**src/design/dvto_pkg.sv**
```systemverilog
// Shared types and constants for the DAG validator / topological orderer.
// Item structs, status codes, register indexes, FSM states, ctrl/datapath bundles.
// No dependencies.
package dvto_pkg;

    typedef struct packed {
        logic       mode;
        logic [7:0] edge_source;
        logic [7:0] edge_target;
    } t_in_item;

    typedef struct packed {
        logic       is_status;
        logic [2:0] region_index;
        logic [2:0] status;
        logic       last;
    } t_out_item;

    localparam logic [2:0] ST_OK        = 3'd0;
    localparam logic [2:0] ST_SRC_RANGE = 3'd1;
    localparam logic [2:0] ST_DST_RANGE = 3'd2;
    localparam logic [2:0] ST_SELF_LOOP = 3'd3;
    localparam logic [2:0] ST_CYCLE     = 3'd4;
    localparam logic [2:0] ST_OVERFLOW  = 3'd5;

    localparam logic MODE_LOAD = 1'b0;
    localparam logic MODE_EVAL = 1'b1;

    // register index = byte address / 4
    localparam int   CFG_ADDR_W       = 3;
    localparam logic REG_REGION_COUNT = 1'b0;
    localparam logic REG_CHECK_CYCLES = 1'b1;

    typedef enum logic [3:0] {
        S_IDLE,
        S_CLR,
        S_CNT_RD,
        S_CNT_DEG,
        S_CNT_WR,
        S_SEED_RD,
        S_SEED_CHK,
        S_DRAIN_CHK,
        S_EMIT,
        S_WK_RD,
        S_WK_DEG,
        S_WK_WR,
        S_STATUS
    } t_state;

    typedef struct packed {
        logic load_edge;
        logic run_init;
        logic clr_wr;
        logic edge_rd;
        logic deg_rd_dst;
        logic deg_inc_wr;
        logic seed_rd;
        logic seed_chk;
        logic pop;
        logic emit_node;
        logic dec_wr;
        logic edge_inc;
        logic emit_status;
    } t_cmd;

    typedef struct packed {
        logic fault;
        logic clr_last;
        logic edges_none;
        logic edge_last;
        logic seed_none;
        logic seed_last;
        logic queue_empty;
        logic src_match;
    } t_stat;

endpackage

```
**src/design/dag_validate_topo_order.sv**
```systemverilog
// Top level: DAG validator with Kahn topological ordering over loaded edges.
// Holds the APB config registers; instantiates dvto_ctrl and dvto_dpath (dvto_pkg).
//
//  channel   handshake                  payload
//  -------   -------------------------  ---------------------------------------------
//  input     start & !busy              i_item  {mode, edge_source, edge_target}
//  result    o_valid, one cycle strobe  o_result {is_status, region_index, status, last}
//  config    psel & penable & pwrite    paddr 0: region_count, 4: check_cycles
//
// Sequence: an edge load is taken while idle and busy stays low, so loads stream
//   back to back. An evaluate clears all MAX_REGIONS in-degree entries (S_CLR), counts
//   in-degrees with S_CNT_RD, S_CNT_DEG, S_CNT_WR per stored edge, seeds with S_SEED_RD,
//   S_SEED_CHK per region, then per drained node runs S_DRAIN_CHK, S_EMIT and, per stored
//   edge, S_WK_RD, S_WK_DEG (and S_WK_WR where the edge leaves that node), then a final
//   S_DRAIN_CHK finds the queue empty and S_STATUS follows; a latched fault goes straight
//   to S_STATUS (busy high for a single cycle). Each result strobes on the cycle
//   after the cycle that issues it. The edge store and in-degree memory each do one
//   read and one write per cycle, which sets the per-edge cost.
// Reset: synchronous, active low; edge count and fault clear, region_count = 0,
//   check_cycles = 1. Memories are not cleared.
// Stalls: none on the result side; every result is a one-cycle strobe on o_valid.
module dag_validate_topo_order #(
    parameter int MAX_REGIONS = 8,
    parameter int MAX_EDGES   = 64
) (
    input  logic                           i_clk,
    input  logic                           i_rst_n,
    input  logic                           start,
    output logic                           busy,
    input  dvto_pkg::t_in_item             i_item,
    output logic                           o_valid,
    output dvto_pkg::t_out_item            o_result,
    input  logic                           psel,
    input  logic                           penable,
    input  logic                           pwrite,
    input  logic [dvto_pkg::CFG_ADDR_W-1:0] paddr,
    input  logic [31:0]                    pwdata,
    output logic [31:0]                    prdata,
    output logic                           pready
);

    logic [3:0] r_region_count;
    logic       r_check_cycles;
    logic       cfg_wr;

    dvto_pkg::t_cmd  cmd;
    dvto_pkg::t_stat stat;

    // config registers; index is paddr[2] (word address)
    assign pready = 1'b1;
    assign cfg_wr = psel & penable & pwrite & pready;

    always_ff @(posedge i_clk) begin
        if (!i_rst_n) begin
            r_region_count <= 4'd0;
            r_check_cycles <= 1'b1;
        end else if (cfg_wr) begin
            if (paddr[2] == dvto_pkg::REG_REGION_COUNT) begin
                r_region_count <= pwdata[3:0];
            end else begin
                r_check_cycles <= pwdata[0];
            end
        end
    end

    always_comb begin
        if (paddr[2] == dvto_pkg::REG_CHECK_CYCLES) begin
            prdata = {31'd0, r_check_cycles};
        end else begin
            prdata = {28'd0, r_region_count};
        end
    end

    dvto_ctrl u_ctrl (
        .i_clk   (i_clk),
        .i_rst_n (i_rst_n),
        .i_start (start),
        .i_mode  (i_item.mode),
        .i_stat  (stat),
        .o_cmd   (cmd),
        .o_busy  (busy)
    );

    dvto_dpath #(
        .MAX_REGIONS (MAX_REGIONS),
        .MAX_EDGES   (MAX_EDGES)
    ) u_dpath (
        .i_clk          (i_clk),
        .i_rst_n        (i_rst_n),
        .i_cmd          (cmd),
        .i_item         (i_item),
        .i_region_count (r_region_count),
        .i_check_cycles (r_check_cycles),
        .o_stat         (stat),
        .o_valid        (o_valid),
        .o_result       (o_result)
    );

    // order entries only appear mid-run
    a_entry_in_run: assert property (@(posedge i_clk) disable iff (!i_rst_n)
        (o_valid && !o_result.is_status) |-> busy)
        else $error("order entry outside an evaluate run");

    // status item closes the run
    a_status_ends_run: assert property (@(posedge i_clk) disable iff (!i_rst_n)
        (o_valid && o_result.is_status) |-> (!busy && o_result.last))
        else $error("status item without end of run");

    // an accepted evaluate always starts a run
    a_eval_busy: assert property (@(posedge i_clk) disable iff (!i_rst_n)
        (start && !busy && i_item.mode == dvto_pkg::MODE_EVAL) |=> busy)
        else $error("evaluate did not start a run");

    // loads never produce a result
    a_load_silent: assert property (@(posedge i_clk) disable iff (!i_rst_n)
        (start && !busy && i_item.mode == dvto_pkg::MODE_LOAD) |=> !o_valid)
        else $error("edge load produced a result");

endmodule

```
**src/design/dvto_ctrl.sv**
```systemverilog
// Sequencer for edge loads and the Kahn evaluate run.
// Uses dvto_pkg (states, command and status bundles).
module dvto_ctrl (
    input  logic           i_clk,
    input  logic           i_rst_n,
    input  logic           i_start,
    input  logic           i_mode,
    input  dvto_pkg::t_stat i_stat,
    output dvto_pkg::t_cmd  o_cmd,
    output logic           o_busy
);

    dvto_pkg::t_state r_state, n_state;

    always_ff @(posedge i_clk) begin
        if (!i_rst_n) begin
            r_state <= dvto_pkg::S_IDLE;
        end else begin
            r_state <= n_state;
        end
    end

    always_comb begin
        n_state = r_state;
        o_cmd   = '0;
        case (r_state)
            dvto_pkg::S_IDLE: begin
                if (i_start) begin
                    if (i_mode == dvto_pkg::MODE_EVAL) begin
                        if (i_stat.fault) begin
                            n_state = dvto_pkg::S_STATUS;
                        end else begin
                            o_cmd.run_init = 1'b1;
                            n_state        = dvto_pkg::S_CLR;
                        end
                    end else begin
                        o_cmd.load_edge = 1'b1;
                    end
                end
            end
            dvto_pkg::S_CLR: begin
                o_cmd.clr_wr = 1'b1;
                if (i_stat.clr_last) begin
                    if (!i_stat.edges_none) begin
                        n_state = dvto_pkg::S_CNT_RD;
                    end else if (i_stat.seed_none) begin
                        n_state = dvto_pkg::S_DRAIN_CHK;
                    end else begin
                        n_state = dvto_pkg::S_SEED_RD;
                    end
                end
            end
            dvto_pkg::S_CNT_RD: begin
                o_cmd.edge_rd = 1'b1;
                n_state       = dvto_pkg::S_CNT_DEG;
            end
            dvto_pkg::S_CNT_DEG: begin
                o_cmd.deg_rd_dst = 1'b1;
                n_state          = dvto_pkg::S_CNT_WR;
            end
            dvto_pkg::S_CNT_WR: begin
                o_cmd.deg_inc_wr = 1'b1;
                o_cmd.edge_inc   = 1'b1;
                if (!i_stat.edge_last) begin
                    n_state = dvto_pkg::S_CNT_RD;
                end else if (i_stat.seed_none) begin
                    n_state = dvto_pkg::S_DRAIN_CHK;
                end else begin
                    n_state = dvto_pkg::S_SEED_RD;
                end
            end
            dvto_pkg::S_SEED_RD: begin
                o_cmd.seed_rd = 1'b1;
                n_state       = dvto_pkg::S_SEED_CHK;
            end
            dvto_pkg::S_SEED_CHK: begin
                o_cmd.seed_chk = 1'b1;
                n_state = i_stat.seed_last ? dvto_pkg::S_DRAIN_CHK : dvto_pkg::S_SEED_RD;
            end
            dvto_pkg::S_DRAIN_CHK: begin
                if (i_stat.queue_empty) begin
                    n_state = dvto_pkg::S_STATUS;
                end else begin
                    o_cmd.pop = 1'b1;
                    n_state   = dvto_pkg::S_EMIT;
                end
            end
            dvto_pkg::S_EMIT: begin
                o_cmd.emit_node = 1'b1;
                n_state = i_stat.edges_none ? dvto_pkg::S_DRAIN_CHK : dvto_pkg::S_WK_RD;
            end
            dvto_pkg::S_WK_RD: begin
                o_cmd.edge_rd = 1'b1;
                n_state       = dvto_pkg::S_WK_DEG;
            end
            dvto_pkg::S_WK_DEG: begin
                if (i_stat.src_match) begin
                    o_cmd.deg_rd_dst = 1'b1;
                    n_state          = dvto_pkg::S_WK_WR;
                end else begin
                    o_cmd.edge_inc = 1'b1;
                    n_state = i_stat.edge_last ? dvto_pkg::S_DRAIN_CHK : dvto_pkg::S_WK_RD;
                end
            end
            dvto_pkg::S_WK_WR: begin
                o_cmd.dec_wr   = 1'b1;
                o_cmd.edge_inc = 1'b1;
                n_state = i_stat.edge_last ? dvto_pkg::S_DRAIN_CHK : dvto_pkg::S_WK_RD;
            end
            dvto_pkg::S_STATUS: begin
                o_cmd.emit_status = 1'b1;
                n_state           = dvto_pkg::S_IDLE;
            end
            default: begin
                n_state = dvto_pkg::S_IDLE;
            end
        endcase
    end

    assign o_busy = (r_state != dvto_pkg::S_IDLE);

endmodule

```
**src/design/dvto_dpath.sv**
```systemverilog
// Datapath: edge store, in-degree memory, ready queue, counters, result register.
// Uses dvto_pkg; driven by dvto_ctrl commands.
module dvto_dpath #(
    parameter int MAX_REGIONS = 8,
    parameter int MAX_EDGES   = 64
) (
    input  logic               i_clk,
    input  logic               i_rst_n,
    input  dvto_pkg::t_cmd     i_cmd,
    input  dvto_pkg::t_in_item i_item,
    input  logic [3:0]         i_region_count,
    input  logic               i_check_cycles,
    output dvto_pkg::t_stat    o_stat,
    output logic               o_valid,
    output dvto_pkg::t_out_item o_result
);

    localparam int RW  = $clog2(MAX_REGIONS);
    localparam int NW  = $clog2(MAX_REGIONS + 1);
    localparam int EAW = (MAX_EDGES > 1) ? $clog2(MAX_EDGES) : 1;
    localparam int ECW = $clog2(MAX_EDGES + 1);
    localparam int DW  = ECW;

    typedef struct packed {
        logic [RW-1:0] src;
        logic [RW-1:0] dst;
    } t_edge;

    t_edge         edge_mem  [MAX_EDGES];
    logic [DW-1:0] deg_mem   [MAX_REGIONS];
    logic [RW-1:0] queue_mem [MAX_REGIONS];

    t_edge         r_edge_q;
    logic [DW-1:0] r_deg_q;
    logic [RW-1:0] r_q_q;
    logic [RW-1:0] r_u;

    logic [ECW-1:0] r_ecount;
    logic [2:0]     r_fault;
    logic [EAW-1:0] r_eidx;
    logic [RW-1:0]  r_ridx;
    logic [NW-1:0]  r_head, r_tail, r_drained;
    logic           r_valid;
    dvto_pkg::t_out_item r_result;

    logic [NW-1:0] act_regions;
    logic [2:0]    load_code;
    logic          store_edge;
    logic          deg_we, deg_re, push;
    logic [RW-1:0] deg_wa, deg_ra, push_val;
    logic [DW-1:0] deg_wd;
    logic [2:0]    final_code;
    logic          ridx_last;

    // region count saturates at MAX_REGIONS
    always_comb begin
        if (32'(i_region_count) > MAX_REGIONS) begin
            act_regions = NW'(MAX_REGIONS);
        end else begin
            act_regions = NW'(i_region_count);
        end
    end

    // edge checks in priority order
    always_comb begin
        if (32'(i_item.edge_source) >= 32'(act_regions)) begin
            load_code = dvto_pkg::ST_SRC_RANGE;
        end else if (32'(i_item.edge_target) >= 32'(act_regions)) begin
            load_code = dvto_pkg::ST_DST_RANGE;
        end else if (i_item.edge_source == i_item.edge_target) begin
            load_code = dvto_pkg::ST_SELF_LOOP;
        end else if (32'(r_ecount) >= MAX_EDGES) begin
            load_code = dvto_pkg::ST_OVERFLOW;
        end else begin
            load_code = dvto_pkg::ST_OK;
        end
    end

    assign store_edge = i_cmd.load_edge && (r_fault == dvto_pkg::ST_OK)
                        && (load_code == dvto_pkg::ST_OK);
    assign ridx_last  = (r_ridx == RW'(MAX_REGIONS - 1));

    // in-degree memory ports
    always_comb begin
        deg_we = 1'b0;
        deg_wa = r_ridx;
        deg_wd = '0;
        if (i_cmd.deg_inc_wr) begin
            deg_we = 1'b1;
            deg_wa = r_edge_q.dst;
            deg_wd = r_deg_q + DW'(1);
        end else if (i_cmd.dec_wr && (r_deg_q != '0)) begin
            deg_we = 1'b1;
            deg_wa = r_edge_q.dst;
            deg_wd = r_deg_q - DW'(1);
        end else if (i_cmd.clr_wr) begin
            deg_we = 1'b1;
        end
        deg_re = i_cmd.deg_rd_dst | i_cmd.seed_rd;
        deg_ra = i_cmd.deg_rd_dst ? r_edge_q.dst : r_ridx;
    end

    // ready queue push
    always_comb begin
        push     = 1'b0;
        push_val = r_ridx;
        if (i_cmd.seed_chk && (r_deg_q == '0)) begin
            push = 1'b1;
        end else if (i_cmd.dec_wr && (r_deg_q == DW'(1))) begin
            push     = 1'b1;
            push_val = r_edge_q.dst;
        end
        if (32'(r_tail) >= MAX_REGIONS) begin
            push = 1'b0;
        end
    end

    always_comb begin
        if (r_fault != dvto_pkg::ST_OK) begin
            final_code = r_fault;
        end else if ((r_drained != act_regions) && i_check_cycles) begin
            final_code = dvto_pkg::ST_CYCLE;
        end else begin
            final_code = dvto_pkg::ST_OK;
        end
    end

    // memories
    always_ff @(posedge i_clk) begin
        if (store_edge) begin
            edge_mem[r_ecount[EAW-1:0]] <= '{src: RW'(i_item.edge_source),
                                            dst: RW'(i_item.edge_target)};
        end
        if (i_cmd.edge_rd) begin
            r_edge_q <= edge_mem[r_eidx];
        end
    end

    always_ff @(posedge i_clk) begin
        if (deg_we) begin
            deg_mem[deg_wa] <= deg_wd;
        end
        if (deg_re) begin
            r_deg_q <= deg_mem[deg_ra];
        end
    end

    always_ff @(posedge i_clk) begin
        if (push) begin
            queue_mem[r_tail[RW-1:0]] <= push_val;
        end
        if (i_cmd.pop) begin
            r_q_q <= queue_mem[r_head[RW-1:0]];
        end
    end

    // counters and control
    always_ff @(posedge i_clk) begin
        if (!i_rst_n) begin
            r_ecount  <= '0;
            r_fault   <= dvto_pkg::ST_OK;
            r_eidx    <= '0;
            r_ridx    <= '0;
            r_head    <= '0;
            r_tail    <= '0;
            r_drained <= '0;
            r_valid   <= 1'b0;
        end else begin
            r_valid <= i_cmd.emit_node | i_cmd.emit_status;
            if (i_cmd.load_edge && (r_fault == dvto_pkg::ST_OK)) begin
                if (load_code != dvto_pkg::ST_OK) begin
                    r_fault <= load_code;
                end else begin
                    r_ecount <= r_ecount + ECW'(1);
                end
            end
            if (i_cmd.emit_status) begin
                r_ecount <= '0;
                r_fault  <= dvto_pkg::ST_OK;
            end
            if (i_cmd.run_init) begin
                r_ridx    <= '0;
                r_eidx    <= '0;
                r_head    <= '0;
                r_tail    <= '0;
                r_drained <= '0;
            end
            if (i_cmd.clr_wr || i_cmd.seed_chk) begin
                r_ridx <= ridx_last ? '0 : r_ridx + RW'(1);
            end
            if (i_cmd.emit_node) begin
                r_eidx    <= '0;
                r_drained <= r_drained + NW'(1);
            end else if (i_cmd.edge_inc) begin
                r_eidx <= r_eidx + EAW'(1);
            end
            if (push) begin
                r_tail <= r_tail + NW'(1);
            end
            if (i_cmd.pop) begin
                r_head <= r_head + NW'(1);
            end
        end
    end

    // result and current node
    always_ff @(posedge i_clk) begin
        if (i_cmd.emit_node) begin
            r_u      <= r_q_q;
            r_result <= '{is_status: 1'b0, region_index: 3'(r_q_q),
                          status: dvto_pkg::ST_OK, last: 1'b0};
        end else if (i_cmd.emit_status) begin
            r_result <= '{is_status: 1'b1, region_index: 3'd0,
                          status: final_code, last: 1'b1};
        end
    end

    always_comb begin
        o_stat.fault       = (r_fault != dvto_pkg::ST_OK);
        o_stat.clr_last    = ridx_last;
        o_stat.edges_none  = (r_ecount == '0);
        o_stat.edge_last   = ((ECW'(r_eidx) + ECW'(1)) == r_ecount);
        o_stat.seed_none   = (act_regions == '0);
        o_stat.seed_last   = ((NW'(r_ridx) + NW'(1)) == act_regions);
        o_stat.queue_empty = (r_head == r_tail);
        o_stat.src_match   = (r_edge_q.src == r_u);
    end

    assign o_valid  = r_valid;
    assign o_result = r_result;

endmodule

```
**config.mk**
```make
export PLATFORM = sky130hd
export DESIGN_NAME = dag_validate_topo_order
export DESIGN_NICKNAME = d
export VERILOG_FILES = /design/src/design/dvto_pkg.sv /design/src/design/dag_validate_topo_order.sv /design/src/design/dvto_ctrl.sv /design/src/design/dvto_dpath.sv
export SDC_FILE = /design/constraint.sdc
export NUM_CORES = 1
export LEC_CHECK = 0
export ABC_AREA = 0
export BUFFER_PORTS_ARGS = -buffer_cell sky130_fd_sc_hd__buf_4
export CAP_MARGIN = 40
export CORE_UTILIZATION = 40
export CTS_CLUSTER_SIZE = 24
export DETAILED_ROUTE_END_ITERATION = 6
export GPL_ROUTABILITY_DRIVEN = 0
export PLACE_DENSITY = 0.55
export SYNTH_ARGS = -nofsm -noshare
export SYNTH_HDL_FRONTEND = slang
export SYNTH_HIERARCHICAL = 1
export SYNTH_SLANG_ARGS = --single-unit
```
**constraint.sdc**
```tcl
create_clock -name i_clk -period 3.7 [get_ports i_clk]
set_input_delay 0.74 -clock i_clk [delete_from_list [all_inputs] [get_ports i_clk]]
set_output_delay 0.74 -clock i_clk [all_outputs]
set_load 0.1 [all_outputs]
```
* Word-level counts from Yosys, hierarchy flattened *
Memories as Yosys holds them, arrays and structs flattened. A register that Yosys moved wholly into a read port is not among the register bits.
Index checks and enable logic that the tools add are counted.

cells by class
  add/sub/neg operators = 10
  $lt $le $gt $ge = 5
  eq/ne operators = 23
  mux-type cells = 70
  bitwise logic cells = 7
  reductions and logical operators = 32

operator list
  operator                                                   count
  two-way mux 4 bit                                          14
  two-way mux 3 bit                                          16
  case mux 4 bit (12 select lines)                           1
  two-way mux 7 bit                                          4
  two-way mux 1 bit                                          27
  equality test 4 bit (second input constant)                5
  equality test 4 x 3 -> 1 bit (second input constant)       4
  greater-or-equal comparator 8 x 4 -> 1 bit                 2
  adder 7 x 1 -> 7 bit (second input constant)               2
  zero test 7 bit                                            2
  adder 4 x 1 -> 4 bit (second input constant)               3
  two-way mux 6 bit                                          2
  nonzero test 2 bit                                         6
  equality test 4 x 2 -> 1 bit (second input constant)       2
  equality test 4 bit                                        2
  equality test 8 bit                                        1
  zero test 4 bit                                            2
  two-way mux 2 bit                                          4
  AND reduction 2 bit                                        4
  OR reduction 2 bit                                         4
  adder 6 x 1 -> 7 bit (second input constant)               1
  equality test 7 x 1 -> 1 bit (second input constant)       1
  equality test 7 bit                                        1
  greater-or-equal comparator 7 bit (second input constant)  1
  23 further kinds                                           36

storage, ports and cells
  register bits after elaboration = 51
  bits in writable memories = 464
  input port bits = 58
  logic and storage cells = 165
  memories kept = 3

memories
  name               words  width  rd ports  clocked after Yosys merged registers in  write ports  RTL line          RTL
  u_dpath.edge_mem   64     6      1         1                                        1            dvto_dpath.sv:29  t_edge edge_mem [MAX_EDGES];
  u_dpath.deg_mem    8      7      1         1                                        1            dvto_dpath.sv:30  logic [DW-1:0] deg_mem [MAX_REGIONS];
  u_dpath.queue_mem  8      3      1         1                                        1            dvto_dpath.sv:31  logic [RW-1:0] queue_mem [MAX_REGIONS];

* Longest topological paths before layout *
  depth in word-level cells = 9
  gate-level depth with buffers = 13

* By module *
Netlist, hierarchy kept.

modules (own cells, without submodules)
  module                   times used  cells each  area each (um^2)  seq. area each (um^2)
  dvto_dpath               1           1243        21918.5           15314.7
  dvto_ctrl                1           82          533.0             80.1
  dag_validate_topo_order  1           59          486.7             100.1

* Worst setup path after synthesis *
OpenSTA, ideal clock, no wires.

  path kind = flip-flop to flip-flop
  start = register u_dpath.r_u[0]
  end = register u_dpath.r_deg_q[0] (read register of u_dpath.deg_mem), data pin
  arrival = 3.012 ns
  required time = 3.440 ns
  slack = 0.428 ns
  cell stages (with the launch flop) = 9
  path buffers = 1
  clock period less this slack = 3.272 ns
  cell sequence = edfxtp_1 xor2_1 nor3_1 nand3_1 a21oi_1 mux2i_1 buf_2 mux4_2 mux2_2

RTL lines
  what                    RTL line           RTL
  from (decl)             dvto_dpath.sv:36   logic [RW-1:0] r_u;
  from (signal assigned)  dvto_dpath.sv:209  r_u <= r_q_q;
  to (decl)               dvto_dpath.sv:34   logic [DW-1:0] r_deg_q;

==> results.cfg <==
[status]
run_status = completed

[synthesis]
synthesis.area_sq_mm = 0.0229
syn_inst = 1384
synth_commonest_cells = 486 x edfxtp_1, 116 x mux4_2, 70 x nor3_1, 66 x nor2_1
async_flop_share_pct = 0
yosys.area.top_type_share_pct = 63.6
synth_seq_area_share_pct = 67.6
synth_cell_types = 72
ys_warn_count = 6
yosys-top-cells-area = edfxtp_1 64%, mux4_2 11%, dfxtp_1 3.9%
synth_seq_cells = 531
synth_edf_count = 486
synthFlopType = edfxtp_1
yosysTopAreaCell = edfxtp_1
syn_avg_cell_area_sq_um = 16.6
yosysMostFrequentCell = edfxtp_1

[cells_and_area]
fin_nets = 1605
stdcell_area_sq_mm = 0.0266
final_util_pct = 47.0
area_delta_synth_final_pct = 15.8
drive_gt1_share_pct = 27.5
antenna_cells = 0

[critical_path]
path_cells = nor4_2 -> nand2_1 -> nor2_1 -> nor4b_1 -> buf_4 -> or3b_4 -> a21oi_4 -> nand4_4 -> buf_4 -> nor3_1 -> buf_4
cpMostUsedCell = buf_4
r2r-start = u_ctrl/r_state[3]
path_class = reg -> reg
worstPathBufferInverterCount = 3
startpoint = u_ctrl/r_state[3]
crit_path_max_fanout = 10
endpoint_kind = register
cpMaxStageDelayCell = or3b_4
cp.required_ps = 4010
worst_ep_arrival_time_ps = 3620
worstSetupStartpointType = register
critical_path.top_delay_family = simple AND/OR/NAND/NOR gates
max_stage_delay_ps = 390

[power_and_ir_drop]
p_sw_share_pct = 25.3
power.internal_w = 0.0108
comb_power_share_pct = 14.0
pwr-share-clk_pct = 38.7
power.density_mw_per_mm2 = 543
ir_drop_v = 0.000441
seqPwrFrac_pct = 47.3
p_leak_nw = 8.58
p_switching_w = 0.00364

[timing]
hold_violations = 0
worstMarginPinSlew_ps = 851
slew_headroom_pct = 43.1
clock_skew_ps = 25.2
clock.fmax_mhz = 302
drv_slew = 0
rsz0062_at_grt = no
min_period_over_period_pct = 89.5
timing.hold.ws_ps = 399
setup_viol = 0
final.setup.tns_ps = 0
post-route-min-period_ps = 3310

[clocking]
cts_sinks = 531
tritoncts = built
clk_path_buf_depth = 3
cts_made_buffers = 56
cts_root_buf = clkbuf_16
clk_latency_ps = 620
htreeDepth = 2
post-cts-setup-buffers = 0
clk_pin_slew_ps = 70

[hold_path]
hold_start = pwdata[2]
hold_path.class = in -> reg

[floorplanning]
io_pins = 101
rows = 87
initial_utilization_pct = 40.6
core_sq_mm = 0.0565
die_x_microns = 241
dieArea_sq_mm = 0.0583
dieHeight_microns = 241

[route]
drt_iter0_markers = 1083
drt_wl_total_microns = 53700
wl_per_cell_microns = 23.0
vias = 12600
drcViolationCount = 0
viasPerCell = 5.39
dr.pass1.iters = 5
ant_nets = 0

[placement]
place_hpwl_microns = 35700
placed_area_sq_mm = 0.0247
portBuffers = 41

[grt]
grt_pass1_vias = 12500
globalRouteOverflowTotal = 0
grt_pass1_wl_microns = 79200
antenna_found_initial = 0
grt.total_usage_pct = 18.6
grt_max_degree = 65

[flow_run]
maxCapViolCount = 0
## routing by layer
layer  GRT usage [%]  vias to the layer above  wire length, microns
met4            4.72                        0                  1000
li1                -                     5731                     -
met5               0                        -                     0
met1            26.0                     6445                 24300
met3            3.54                       61                  2670
met2            29.8                      315                 25700
## tightest hold or removal path, stage by stage
cell	delay (ps)
buf_4	120
nand2_1	50
mux2i_1	50
## power by group through the flow
stage	combinational (W)	clock [W]	sequential [W]
detailed placement	0.00203	0	0.00694
global placement	0.00202	0	0.00693
global route	0.00217	0.00595	0.00683
floorplan	0.00143	0	0.00699
finish	0.00202	0.00559	0.00681
CTS	0.00203	0.00573	0.00681
## worst paths after layout
kind / depth (start not counted) / end / slack, ps
min: 3 / r_region_count[2] / 400
max: 11 / u_dpath/edge_mem[3][4] / 390
min reg2reg: 2 / r_region_count[0] / 490
max reg2reg: 11 / u_dpath/edge_mem[3][4] / 390
## cells by family after synthesis
kind of cell / Yosys count / synth area share (%)
compound gates: 151 / 4.68
buf+inv: 128 / 3.03
simple gates: 356 / 8.76
fa+ha+maj: 21 / 1.15
other cells: 2 / 0.0327
xor+xnor: 30 / 1.15
mux: 165 / 13.7
flops: 531 / 67.6
## layout make-up
cell class,instances,area (sq um)
fill,4833,29900
sequential,531,15500
multi-input combinational,752,6870
clock buffer,82,1580
timing repair buffer,169,1340
tap,756,946
clock inverter,23,264
inverter,16,60.1
## through the flow
stage | worst slack, ps | total power, W | instances
after floorplan | 428 | 0.00841 | 1411
after global placement | 303 | 0.00895 | 2221
after detailed placement | 283 | 0.00897 | 2224
after CTS | 260 | 0.0146 | 2329
after global routing | 94.2 | 0.0150 | 2329
final | 389 | 0.0144 | 2329
## registers in the layout, indices dropped and copies added, names as in the netlist
name / cells
u_dpath/edge_mem: 384
u_dpath/deg_mem: 56
u_dpath/queue_mem: 24
u_dpath/o_result: 7
u_dpath/r_deg_q: 7
u_dpath/r_ecount: 7
u_dpath/r_edge_q: 6
u_dpath/r_eidx: 6
r_region_count: 4
u_ctrl/r_state: 4
u_dpath/r_drained: 4
u_dpath/r_head: 4
u_dpath/r_tail: 4
u_dpath/r_fault: 3
u_dpath/r_q_q: 3
u_dpath/r_ridx: 3
u_dpath/r_u: 3
r_check_cycles: 1
u_dpath/o_valid: 1
## what timing repair did
action / 4_1_cts / 5_1_grt
setup endpoints to repair: 0 / 36
gates resized for setup: 0 / 1
hold buffers: 0 / 0
## cell usage in the layout (no fill, tap or decap), types with 24 or more instances in the layout
master,count
a21oi_1,24
buf_4,163
clkbuf_16,56
conb_1,29
dfxtp_1,42
edfxtp_1,486
mux2_2,24
mux2i_1,24
mux4_2,116
nand2_1,48
nand2b_1,26
nor2_1,66
nor2b_1,25
nor3_1,69
o21ai_0,26
No activity file was read; power rests on OpenSTA's default activity.
